### config.mk
export PLATFORM = sky130hd
export DESIGN_NAME = pfc_sqrt_cell
export DESIGN_NICKNAME = d
export VERILOG_FILES = /design/src/rtl/core/pfc_pkg.sv /design/src/rtl/core/pfc_sqrt_cell.sv
export SDC_FILE = /design/constraint.sdc
export NUM_CORES = 1
export LEC_CHECK = 0
export BUFFER_PORTS_ARGS = -buffer_cell sky130_fd_sc_hd__buf_2
export CAP_MARGIN = 10
export CELL_PAD_IN_SITES_DETAIL_PLACEMENT = 1
export CELL_PAD_IN_SITES_GLOBAL_PLACEMENT = 2
export CORE_ASPECT_RATIO = 0.75
export CORE_MARGIN = 2
export CORE_UTILIZATION = 30
export DETAILED_ROUTE_END_ITERATION = 8
export PLACE_DENSITY_LB_ADDON = 0.12
export SYNTH_ARGS = -nofsm -noshare
export SYNTH_HDL_FRONTEND = slang
export SYNTH_SLANG_ARGS = --single-unit
export TNS_END_PERCENT = 5
### constraint.sdc
create_clock -name clk -period 2.95 [get_ports clk]
set_input_delay 0.1475 -clock clk [delete_from_list [all_inputs] [get_ports clk]]
set_output_delay 0.1475 -clock clk [all_outputs]
set_load 0.005 [all_outputs]
### src/rtl/core/pfc_pkg.sv
// Shared constants, register codes and the arctangent table for the
// point crop and transform block. No dependencies.
package pfc_pkg;

  localparam int CORDIC_STEPS = 24;
  localparam int SQRT_STEPS   = 32;
  localparam int WORK_FRAC    = 24;
  localparam int ACC_W        = 29;
  localparam int SQRT_N_W     = 64;
  localparam int SQRT_REM_W   = 35;
  localparam int SQRT_ROOT_W  = 32;
  localparam int CFG_DATA_W   = 64;
  localparam int CFG_IDX_W    = 3;
  localparam int ENTRY_W      = 16;
  localparam int SHIFT_W      = 21;
  localparam int SHIFT_S_W    = 6;
  localparam logic [ACC_W-1:0] PI_Q24 = ACC_W'(52707179);

  typedef enum logic [CFG_IDX_W-1:0] {
    REG_RANGE_MIN = 3'd0,
    REG_RANGE_MAX = 3'd1,
    REG_FOV       = 3'd2,
    REG_ROW_X     = 3'd3,
    REG_ROW_Y     = 3'd4,
    REG_ROW_Z     = 3'd5,
    REG_SHIFT     = 3'd6
  } cfg_idx_t;

  function automatic logic [ACC_W-1:0] atan_q24(input int step);
    logic [ACC_W-1:0] v;
    case (step)
      0:  v = ACC_W'(13176795);
      1:  v = ACC_W'(7778716);
      2:  v = ACC_W'(4110060);
      3:  v = ACC_W'(2086331);
      4:  v = ACC_W'(1047214);
      5:  v = ACC_W'(524117);
      6:  v = ACC_W'(262123);
      7:  v = ACC_W'(131069);
      default: v = (step < CORDIC_STEPS) ? (ACC_W'(1) << (24 - step)) : '0;
    endcase
    return v;
  endfunction

endpackage

### src/rtl/core/pfc_sqrt_cell.sv
// One digit of the restoring integer square root chain.
// Depends on pfc_pkg for the word widths.
module pfc_sqrt_cell import pfc_pkg::*; #(
  parameter int STEP = 0
) (
  input  logic                   clk,
  input  logic                   en,
  input  logic [SQRT_N_W-1:0]    n_i,
  input  logic [SQRT_REM_W-1:0]  rem_i,
  input  logic [SQRT_ROOT_W-1:0] root_i,
  output logic [SQRT_N_W-1:0]    n_r,
  output logic [SQRT_REM_W-1:0]  rem_r,
  output logic [SQRT_ROOT_W-1:0] root_r
);
  logic [SQRT_REM_W-1:0] rsh, trial;
  assign rsh   = {rem_i[SQRT_REM_W-3:0], n_i[SQRT_N_W-1-2*STEP -: 2]};
  assign trial = {1'b0, root_i, 2'b01};

  always_ff @(posedge clk) begin
    if (en) begin
      n_r <= n_i;
      if (rsh >= trial) begin
        rem_r  <= rsh - trial;
        root_r <= {root_i[SQRT_ROOT_W-2:0], 1'b1};
      end else begin
        rem_r  <= rsh;
        root_r <= {root_i[SQRT_ROOT_W-2:0], 1'b0};
      end
    end
  end
endmodule

; ---- After elaboration in Yosys (flattened, before gate mapping)
; Index checks and enable logic that the tools add are counted.
; Widths: inputs -> output; s select.
[classes]
add_sub_neg = 1
n_lt_le_gt_ge = 1
mux = 2
[op_table]
columns = cell, count
row1 = $ge 35x34->1, 1
row2 = $mux 35, 1
row3 = $sub 35x34->35, 1
row4 = $mux 1, 1
[totals]
ff_bits = 131
inputBits = 133
output_inout_bits = 131
word_cells = 7

; ---- Longest topological paths before layout
[logic_depth]
depth_word = 2
mapped_depth = 13

; ---- Worst setup path before layout
; No wires, ideal clock.
[synth_timing]
path_type = input to register
from = input port root_i[5]
to = register rem_r[28] (data pin)
setup_ns = 0.260
arrival_ns = 2.187
required_time_ns = 2.690
setup_slack_ns = 0.504
cell_stages = 10
n_path_buf = 0
cell_sequence = inv_1 > ha_1 > a211oi_1 > o21bai_1 > nor4_2 > o21ai_2 > a211oi_1 > o221ai_1 > xnor2_1 > mux2_2
[synth_between]
elab_chain_cells = 2
word_cells_on_any_way = 3
[synth_rtl]
columns = item, line_no
row1 = "start, declared", pfc_sqrt_cell.sv:10  ; input logic [SQRT_ROOT_W-1:0] root_i,
row2 = $sub 35x34->35 or $ge 35x34->1 (tied branches), "pfc_sqrt_cell.sv:23, pfc_sqrt_cell.sv:22"
row3 = $mux 35 (*), pfc_sqrt_cell.sv:22  ; if (rsh >= trial) begin
row4 = "end signal, assigned", pfc_sqrt_cell.sv:23  ; rem_r <= rsh - trial;
row5 = "end signal, assigned", pfc_sqrt_cell.sv:26  ; rem_r <= rsh;
row6 = "end, declared", pfc_sqrt_cell.sv:12  ; output logic [SQRT_REM_W-1:0] rem_r,
; Every way passes the cells marked *; elsewhere a longest branch is shown, timed or not.
; A chain may end at the register's enable or synchronous reset.

; ---- Worst setup path after layout
[layout_timing]
from = input port root_i[1]
to = register rem_r[8] (data pin)
; The elaborated chain is that of the path after synthesis.

==> results by group <==
Status
  • Status: complete, no violations

Power
  • PwrDens: 565 mW/mm^2
  • Worst ir drop on vdd: 0.265 mV
  • Leak Pwr: 4.29 nW

Hold path
  • Worst hold stages: 2
  • Hold WC Path Type: in -> reg

Critical path
  • Worst path required time: 3120 ps
  • CP max stage cell: dlygate4sd3_1
  • CP bufs+invs: 4
  • Crit path depth: 11
  • Critical path peak fanout: 8
  • Kind of critical path: in -> reg
  • CP top delay family: compound AO/OA/AOI/OAI gates
  • Critical path endpoint category: register
  • Crit-path max cell delay: 540 ps
  • Crit path arrival time: 3050 ps
  • CP startpoint kind: input port
  • Crit-path cells: dlygate4sd3_1 -> buf_2 -> inv_1 -> ha_4 -> o211ai_1 -> a311o_1 -> a211oi_4 -> o31ai_4 -> o21ai_4 -> buf_12 -> mux2_1

Timing
  • Fmax: 348 MHz
  • Setup TNS: 0 ps
  • Final Hold Violating Endpoints: 0
  • Hold Worst Slack: 36.3 ps
  • Setup ws final: 73.5 ps
  • Pins over their slew limit: 0
  • Worst-margin pin slew: slightly above 500 ps
  • Tcrit/Tclk final: 0.975
  • Max-slew headroom: 0.662
  • RSZ-0062 raised after global routing: yes
  • Setup violations, final: 0
  • Tmin final: 2880 ps

Layout
  • Share of post-route cells with drive strength above 1: 0.395
  • P&R area growth vs syn: 55.9%
  • FF/Latch Area: around 0.0039 mm^2
  • Multi-input logic area: 0.00234 mm^2
  • Fin area: ~0.01 mm^2
  • Final #Nets: 1056
  • Fillers: around 2300

Clocking
  • CTS Buf Count: 17
  • H-tree depth: 4
  • Reg clk slew, reported paths: about 60 ps
  • Clock sinks: 131
  • CTS tree: done
  • Clock buffer depth: 2
  • Root Buffer: clkbuf_16

Synth
  • Top post-synthesis cells by area: edfxtp_1 62%, ha_1 6.7%, a21oi_1 3.6%
  • Synthesized area: 0.00637 mm^2
  • Post-Synthesis Cells: 498
  • Synth top area share: 0.618
  • Post-Syn Nets: 665
  • Netlist cell types: 59
  • #FFs+latches synth: 131
  • Post-synth EDFFs: 131
  • Biggest area consumer among synthesized cells: edfxtp_1
  • Post-Syn Area per Cell: between 10 and 15 um^2
  • Sequential area share after synthesis: 0.618
  • Dominant synthesized flop cell: edfxtp_1
  • Asr flop ratio synth: 0
  • Yosys warns: 0

Placed design
  • Number of port buffers: 261
  • GP Congestion: between 0.8 and 0.9
  • DP HPWL: 15000 um
  • Post-placement setup slack: 93.0 ps
  • DP Area: slightly above 0.008 mm^2

Global route
  • First-pass GRT wire length: between 30000 and 40000 um
  • Gr ovfl total: 0
  • Largest net degree at the start of global routing: a little over 80
  • Total global-route track usage: 0.192
  • Antenna violations before repair: 4
  • Vias in the first global route: roughly 5800

Detailed routing
  • DR pass1 iterations: 4
  • DRC viols: 0
  • DR iter-0 viols: 288
  • Via count: 5450
  • Post-DR vias/cell: about 4.6
  • DRT antenna net count: 0
  • Routed wire length: between 20000 and 25000 um
  • DR WL/cell: about 18 um

Floorplan
  • IO Pins: 264
  • Core area: 0.0210 mm^2
  • Die height: between 100 and 150 um
  • Row cnt: 46
  • Chip Width: between 150 and 200 um
  • Die area: 0.0224 mm^2
  • Initial core utilization: 0.303

Run
  • MaxCap Viol Count: 0
cell type report:
class                      instances  share of cell area
sequential                       131               0.396
timing repair buffer             383               0.256
multi-input combinational        310               0.236
clock buffer                      18              0.0432
tap                              288              0.0363
inverter                          46              0.0174
clock inverter                    14              0.0144
antenna                            2            0.000504
cells by family (layout without fill, tap and decap cells):
family,Yosys count,count (layout),synth area share
adder cells (fa/ha/maj),34,34,0.0668
AND/OR/NAND/NOR,110,110,0.0823
AO/OA/AOI/OAI,121,121,0.127
other,0,2,0
flip-flops,131,131,0.618
buffers and inverters,57,461,0.0387
XOR/XNOR,31,31,0.0426
multiplexers,14,14,0.0248
cells in the final DEF (no fill, tap or decap), types with 8 or more instances in the layout:
cell / synthesis / final
nand2_1: 20 / 20
nor2_1: 45 / 45
clkbuf_16: 0 / 19
o21ai_0: 20 / 18
nand4_1: 9 / 9
buf_4: 3 / 21
inv_1: 46 / 44
buf_2: 4 / 259
dlygate4sd3_1: 0 / 95
ha_1: 34 / 26
xor2_1: 10 / 10
nor3_1: 10 / 9
edfxtp_1: 131 / 131
xnor2_1: 21 / 21
a21o_1: 8 / 8
a21oi_1: 46 / 46
final timing paths:
check,from,to
setup / recovery,root_i[1],rem_r[8]$_DFFE_PP_
hold / removal,rem_i[7],rem_r[9]$_DFFE_PP_
stage by stage:
step | std cells | power [mW] | util
floorplan | 498 | 2.87 | -
CTS | 1182 | 5.59 | 0.460
finish | 1192 | 5.61 | 0.472
global route | 1192 | 5.88 | 0.472
global placement | 1054 | 3.34 | 0.387
detailed placement | 1054 | 3.36 | 0.387
where the power goes:
part / leakage (nW) / switching [mW] / internal [mW]
Sequential: 1.28 / 0.0490 / 2.28
Clock: 0.271 / 0.914 / 1.18
Combinational: 2.74 / 0.594 / 0.586
per-layer routing:
layer	part of all wire	global-route usage	vias up
li1	-	-	2643
met1	0.44	0.236	2605
met5	0.0012	0	-
met4	0.0097	0.0564	4
met3	0.065	0.0558	18
met2	0.49	0.328	180
synth_stat cells, types with 2 or more instances:
master	instances
xnor2_1	21
and3_1	5
nor4_1	3
nand3_1	2
and4_1	2
mux2_1	4
a21oi_1	46
a21oi_2	4
buf_4	3
nand2_1	20
o21ai_0	20
a211oi_1	3
a311oi_1	3
nor2b_1	4
a31oi_1	3
nand4_1	9
buf_6	2
buf_2	4
nor2_1	45
o21bai_1	3
inv_1	46
mux2i_1	3
a21o_1	8
o21a_1	3
xor2_1	10
or2_2	2
o21ai_2	2
edfxtp_1	131
o31a_1	3
or3_1	4
ha_1	34
o211ai_1	5
mux2_2	6
nor3_1	10
state kept, by name, summed over array words and instances (netlist names):
name	cells
rem_r	35
n_r	64
root_r	32
timing repair:
| action | CTS | global route |
|---|---|---|
| resized for setup | 0 | 30 |
| setup buffers | 0 | 8 |
| endpoints found under the setup margin | 0 | 24 |
| hold buffers | 96 | 0 |
| endpoints found under the hold margin | 96 | 0 |
(Power assumes the default switching activity.)
