[config.mk]
export PLATFORM = sky130hd
export DESIGN_NAME = pfc_cordic_cell
export DESIGN_NICKNAME = d
export VERILOG_FILES = /design/src/rtl/core/pfc_pkg.sv /design/src/rtl/core/pfc_cordic_cell.sv
export SDC_FILE = /design/constraint.sdc
export NUM_CORES = 1
export LEC_CHECK = 0
export ABC_CLOCK_PERIOD_IN_PS = 5400
export BUFFER_PORTS_ARGS = -buffer_cell sky130_fd_sc_hd__buf_4
export CORE_MARGIN = 2
export CORE_UTILIZATION = 30
export DETAILED_ROUTE_END_ITERATION = 7
export PLACE_DENSITY = 0.49
export SYNTH_ARGS = -nofsm -noshare
export SYNTH_HDL_FRONTEND = slang
export SYNTH_SLANG_ARGS = --single-unit
export TNS_END_PERCENT = 50
[constraint.sdc]
create_clock -name clk -period 5.4 [get_ports clk]
set_clock_uncertainty 0.05 [all_clocks]
set_input_delay 0.27 -clock clk [delete_from_list [all_inputs] [get_ports clk]]
set_output_delay 0.27 -clock clk [all_outputs]
set_load 0.02 [all_outputs]
[src/rtl/core/pfc_pkg.sv]
// Shared constants, register codes and the arctangent table for the
// point crop and transform block. No dependencies.
package pfc_pkg;

  localparam int CORDIC_STEPS = 24;
  localparam int SQRT_STEPS   = 32;
  localparam int WORK_FRAC    = 24;
  localparam int ACC_W        = 29;
  localparam int SQRT_N_W     = 64;
  localparam int SQRT_REM_W   = 35;
  localparam int SQRT_ROOT_W  = 32;
  localparam int CFG_DATA_W   = 64;
  localparam int CFG_IDX_W    = 3;
  localparam int ENTRY_W      = 16;
  localparam int SHIFT_W      = 21;
  localparam int SHIFT_S_W    = 6;
  localparam logic [ACC_W-1:0] PI_Q24 = ACC_W'(52707179);

  typedef enum logic [CFG_IDX_W-1:0] {
    REG_RANGE_MIN = 3'd0,
    REG_RANGE_MAX = 3'd1,
    REG_FOV       = 3'd2,
    REG_ROW_X     = 3'd3,
    REG_ROW_Y     = 3'd4,
    REG_ROW_Z     = 3'd5,
    REG_SHIFT     = 3'd6
  } cfg_idx_t;

  function automatic logic [ACC_W-1:0] atan_q24(input int step);
    logic [ACC_W-1:0] v;
    case (step)
      0:  v = ACC_W'(13176795);
      1:  v = ACC_W'(7778716);
      2:  v = ACC_W'(4110060);
      3:  v = ACC_W'(2086331);
      4:  v = ACC_W'(1047214);
      5:  v = ACC_W'(524117);
      6:  v = ACC_W'(262123);
      7:  v = ACC_W'(131069);
      default: v = (step < CORDIC_STEPS) ? (ACC_W'(1) << (24 - step)) : '0;
    endcase
    return v;
  endfunction

endpackage

[src/rtl/core/pfc_cordic_cell.sv]
// One vectoring rotation of the arctangent chain.
// Depends on pfc_pkg for the angle table.
module pfc_cordic_cell import pfc_pkg::*; #(
  parameter int STEP = 0,
  parameter int CW   = 60
) (
  input  logic                    clk,
  input  logic                    en,
  input  logic signed [CW-1:0]    x_i,
  input  logic signed [CW-1:0]    y_i,
  input  logic signed [ACC_W-1:0] a_i,
  output logic signed [CW-1:0]    x_r,
  output logic signed [CW-1:0]    y_r,
  output logic signed [ACC_W-1:0] a_r
);
  localparam logic signed [ACC_W-1:0] ATAN_C = atan_q24(STEP);

  logic signed [CW-1:0] dx, dy;
  assign dx = y_i >>> STEP;
  assign dy = x_i >>> STEP;

  always_ff @(posedge clk) begin
    if (en) begin
      if (!y_i[CW-1]) begin
        x_r <= x_i + dx;
        y_r <= y_i - dy;
        a_r <= a_i + ATAN_C;
      end else begin
        x_r <= x_i - dx;
        y_r <= y_i + dy;
        a_r <= a_i - ATAN_C;
      end
    end
  end
endmodule

# Word level (Yosys, flattened, before mapping)
# Index checks and enable logic that the tools add are counted.
# W data, S select, Z words.
[word_totals]
reg_bits = 149
input_bits = 151
output_inout_bits = 149
elab_cells = 11
[classes]
add_sub_neg = 5
mux = 3
[ops]
columns = ["cell", "count"]
rows = [
  ["$mux W60", 2],
  ["$sub A60 B60 Y60", 2],
  ["$add A60 B60 Y60", 1],
  ["$add A29 B25 Y29 const B", 1],
  ["$mux W29", 1],
  ["$sub A29 B25 Y29 const B", 1],
]

# Longest topological paths before layout
[depth]
depth_word = 2
mapped_depth = 15
mapped_depth_nobuf = 13

# Least setup slack after synthesis
# No wires, ideal clock.
[synth_path]
path_kind = "input to register"
startpoint = "input y_i[59]"
endpoint = "register a_r[27] (data pin)"
setup_time_ns = 0.258
arrival_ns = 3.726
required_ns = 5.092
slack_ns = 1.366
stages = 14
path_buffers = 3
cell_sequence = "clkbuf_1 -> inv_2 -> clkbuf_1 -> clkbuf_1 -> ha_1 -> or4_1 -> a311oi_1 -> nor2_1 -> o221ai_1 -> o21ai_1 -> a31oi_1 -> o21ai_1 -> a31oi_1 -> xnor2_1"
[synth_between]
elab_chain_cells = 1
[synth_lines]
columns = ["element", "line_no", "text"]
rows = [
  ["start: declaration", "pfc_cordic_cell.sv:10", "input logic signed [CW-1:0] y_i,"],
  ["$mux W29", "pfc_cordic_cell.sv:24", "if (!y_i[CW-1]) begin"],
  ["end signal: assignment", "pfc_cordic_cell.sv:27", "a_r <= a_i + ATAN_C;"],
  ["end signal: assignment", "pfc_cordic_cell.sv:31", "a_r <= a_i - ATAN_C;"],
  ["end: declaration", "pfc_cordic_cell.sv:14", "output logic signed [ACC_W-1:0] a_r"],
]
# Every way passes these cells.
# A chain may end at the register's enable or synchronous reset.

# Worst setup path in the final report
[layout_path]
startpoint = "input x_i[0]"
endpoint = "register x_r[58] (data pin)"
[layout_between]
elab_chain_cells = 2
word_cells_on_any_way = 3
classes_between = "2 x add/sub; 1 x mux"
[layout_lines]
columns = ["element", "line_no", "text"]
rows = [
  ["start: declaration", "pfc_cordic_cell.sv:9", "input logic signed [CW-1:0] x_i,"],
  ["$add A60 B60 Y60 / $sub A60 B60 Y60 (equally long branches)", "pfc_cordic_cell.sv:25, pfc_cordic_cell.sv:29", ""],
  ["$mux W60 *", "pfc_cordic_cell.sv:24", ""],
  ["end signal: assignment", "pfc_cordic_cell.sv:25", "x_r <= x_i + dx;"],
  ["end signal: assignment", "pfc_cordic_cell.sv:29", "x_r <= x_i - dx;"],
  ["end: declaration", "pfc_cordic_cell.sv:12", "output logic signed [CW-1:0] x_r,"],
]
# Every way passes the cells marked *; elsewhere a longest branch is shown, timed or not.

==> impl_metrics.py <==
metrics = {
    "floorplan": {
        "die_h_um": 242.2,
        "core_um2": 56280,
        "dieWidth_um": 242.2,
        "rows": 87,
        "initial_core_util": 0.3025,
        "fp.dieArea_um2": 58660,
        "io_pins": 300,
    },
    "global_routing": {
        "grt_max_degree": 86,
        "antenna_found_initial": 1,
        "grt_use_total": 0.2300,
        "grt_pass1_vias": 16482,
        "overflow": 0,
        "grt_first_pass_wirelength_um": 103300,
    },
    "placement": {
        "gp_routability_congestion": 0.9601,
        "dp_hpwl_um": 55820,
        "io_buffer_count": 299,
        "dp_slack_ns": 1.146,
    },
    "synth": {
        "synthesis.nets": 2434,
        "synthDistinctLibCells": 87,
        "yosys_warnings": 0,
        "syn_inst": 2061,
        "syn_area_um2": 17020,
        "synth_ff_type": "edfxtp_1",
        "async_reset_ff_frac": 0,
        "synth_edf_count": 148,
        "syn_avg_cell_area_um2": 8.259,
        "yosysSeqAreaShare": 0.2611,
        "ys_ff_latch": 148,
    },
    "drt": {
        "drt_first_pass_iters": 6,
        "drtAntennaViolNets": 0,
        "drt_first_iter_violations": 1531,
        "drc_errors": 0,
        "viasPerCell": 5.530,
        "vias": 16995,
        "drt-total-wl_um": 69240,
        "wire_per_inst_um": 22.53,
    },
    "sta": {
        "finalMaxSlewViolations": 0,
        "worstMarginPinSlew_ns": 0.9967,
        "fin_crit_ns": 3.830,
        "max_slew_margin": 0.3355,
        "postLayoutSetupSlackWorst_ns": 1.570,
        "setup_violations": 0,
        "max_freq_mhz": 261.1,
        "setup-tns-final_ns": 0,
        "finalHoldViolations": 0,
        "finalCritPeriodShare": 0.7092,
        "rsz0062_at_grt": "false",
    },
    "min_path": {
        "whs_path_depth": 2,
        "min_from": "x_i[59]",
        "hold_path.class": "input port to flop",
        "hold_path_end": "y_r[59]$_DFFE_PP_",
    },
    "cells_and_area": {
        "area_delta_synth_final_pct": 20.15,
        "nNetsFinal": 2678,
        "antenna_cells": 0,
        "drive_gt1_frac": 0.1610,
        "fin_util": 0.3634,
    },
    "outcome": {
        "status": "completed",
    },
    "clock_network": {
        "cts-htree-levels": 4,
        "clock-sinks": 148,
        "cts_hold_buf": 1,
        "cts_buffers": 17,
        "clk_pin_slew_ns": 0.06,
        "tritoncts": "built",
        "cts_root_buf": "clkbuf_16",
        "cts_setup_buffers": 0,
        "ctsResizeCount": 0,
        "cts_buffer_depth": 2,
    },
    "worst_setup_path": {
        "setup.worst_path.end_class": "flop",
        "slowest_stage": "o31ai_1",
        "crit_arrival_ns": 4.01,
        "cpPeakStageDelay_ns": 0.61,
        "crit_required_ns": 5.58,
        "crit_fanout": 5,
        "crit_chain": "buf_4 > inv_1 > ha_1 > fa_1 > nor2b_1 > o2111ai_1 > and3_1 > o221ai_1 > a31o_2 > o21ai_1 > o31ai_1 > nor4b_1 > o22ai_1 > xnor2_1",
        "start_kind": "input port",
        "worst-setup-path-type": "input port to flop",
    },
    "power": {
        "ir_drop_mv": 0.2544,
        "power.leakage_nw": 8.821,
        "powerDensity_nw_per_um2": 255.1,
    },
    "flow_run": {
        "drv_cap": 0,
    },
}
-- worst max path at each step --
stage / slack, ns / cells past startpoint / start / end
6_report: 1.57 / 14 / x_i[0] / x_r[58]$_DFFE_PP_
5_1_grt: 1.51 / 14 / x_i[0] / x_r[58]$_DFFE_PP_
4_1_cts: 1.68 / 14 / x_i[0] / x_r[58]$_DFFE_PP_
3_5_place_dp: 1.15 / 14 / x_i[0] / x_r[58]$_DFFE_PP_
3_3_place_gp: 1.16 / 14 / x_i[0] / x_r[58]$_DFFE_PP_
2_1_floorplan: 1.37 / 14 / y_i[59] / a_r[27]$_DFFE_PP_
-- metal layers --
metal | global-route usage | wire (um) | up-vias
li1 | - | - | 7953
met1 | 0.3079 | 31250 | 8264
met2 | 0.3785 | 32370 | 690
met3 | 0.04077 | 4078 | 86
met4 | 0.06590 | 1530 | 2
met5 | 0 | 13 | -
-- area by class of cell --
class                           count  area, um2
Inverter                          191      718.2
Fill cell                        5911      35820
Multi-Input combinational cell   1637      11460
Clock buffer                       20      436.7
Tap cell                          756      945.9
Timing Repair Buffer              310       2333
Clock inverter                     11      111.4
Sequential cell                   148       4444
-- placed cells by master, fill, tap and decap left out, drive strengths merged, types with 31 or more instances in the layout --
| cell type | Yosys | final |
|---|---|---|
| nand3 | 38 | 38 |
| nor2 | 170 | 170 |
| nor3 | 46 | 46 |
| o21ai | 156 | 156 |
| mux2i | 31 | 31 |
| xnor2 | 126 | 126 |
| edfxtp | 148 | 148 |
| a21oi | 246 | 246 |
| nand2 | 125 | 125 |
| a21o | 51 | 51 |
| ha | 218 | 218 |
| buf | 46 | 309 |
| inv | 185 | 185 |
| o21bai | 51 | 51 |
-- worst max-delay path: cells and delay by family --
family | cells | cell delay, ns
simple gates | 3 | 0.82
compound gates | 6 | 2.02
xor+xnor | 1 | 0.14
buf+inv | 2 | 0.13
fa+ha+maj | 2 | 0.62
-- state kept, by name (all words and copies together), names as in the netlist --
register,flops
x_r,60
a_r,29
y_r,59
-- power by group --
group	leakage (nW)	total (W)	internal [W]	switching, W
logic	7.11	0.00237	0.000879	0.00149
registers	1.45	0.00162	0.00154	0.0000816
clock network	0.267	0.00122	0.000670	0.000552
total	8.82	0.00522	0.00309	0.00213
-- stage by stage --
stage | area [um2] | power, W | hold WS [ns] | cells
floorplan | 17020 | 0.003048 | 0.3325 | 2061
global placement | 19900 | 0.003996 | 0.5086 | 3041
detailed placement | 19900 | 0.003986 | 0.5136 | 3041
CTS | 20450 | 0.005249 | 0.001632 | 3073
global route | 20450 | 0.005478 | 0.03386 | 3073
finish | 20450 | 0.005217 | 0.05140 | 3073
-- synth_stat cells (31+ instances only) --
cell type,instances,area share
a21o_1,51,0.022
a21oi_1,245,0.072
clkbuf_1,39,0.0086
edfxtp_1,148,0.26
ha_1,218,0.16
inv_1,183,0.040
mux2i_1,31,0.018
nand2_1,124,0.027
nand3_1,38,0.011
nor2_1,170,0.037
nor3_1,46,0.014
o21ai_0,144,0.042
o21bai_1,51,0.022
xnor2_1,126,0.065
-- cell families (layout without fill, tap and decap cells) --
group	after synthesis	count (layout)	share of synthesized area
and+or+nand+nor	516	516	0.1444
muxes	31	31	0.01823
buffers and inverters	276	532	0.06549
adders and majority gates	222	222	0.1649
AOI/OAI and AO/OA	725	725	0.2723
DFF	148	148	0.2611
xor gates and xnor gates	143	143	0.07358
Note: power is estimated with default switching activity, not from simulation.
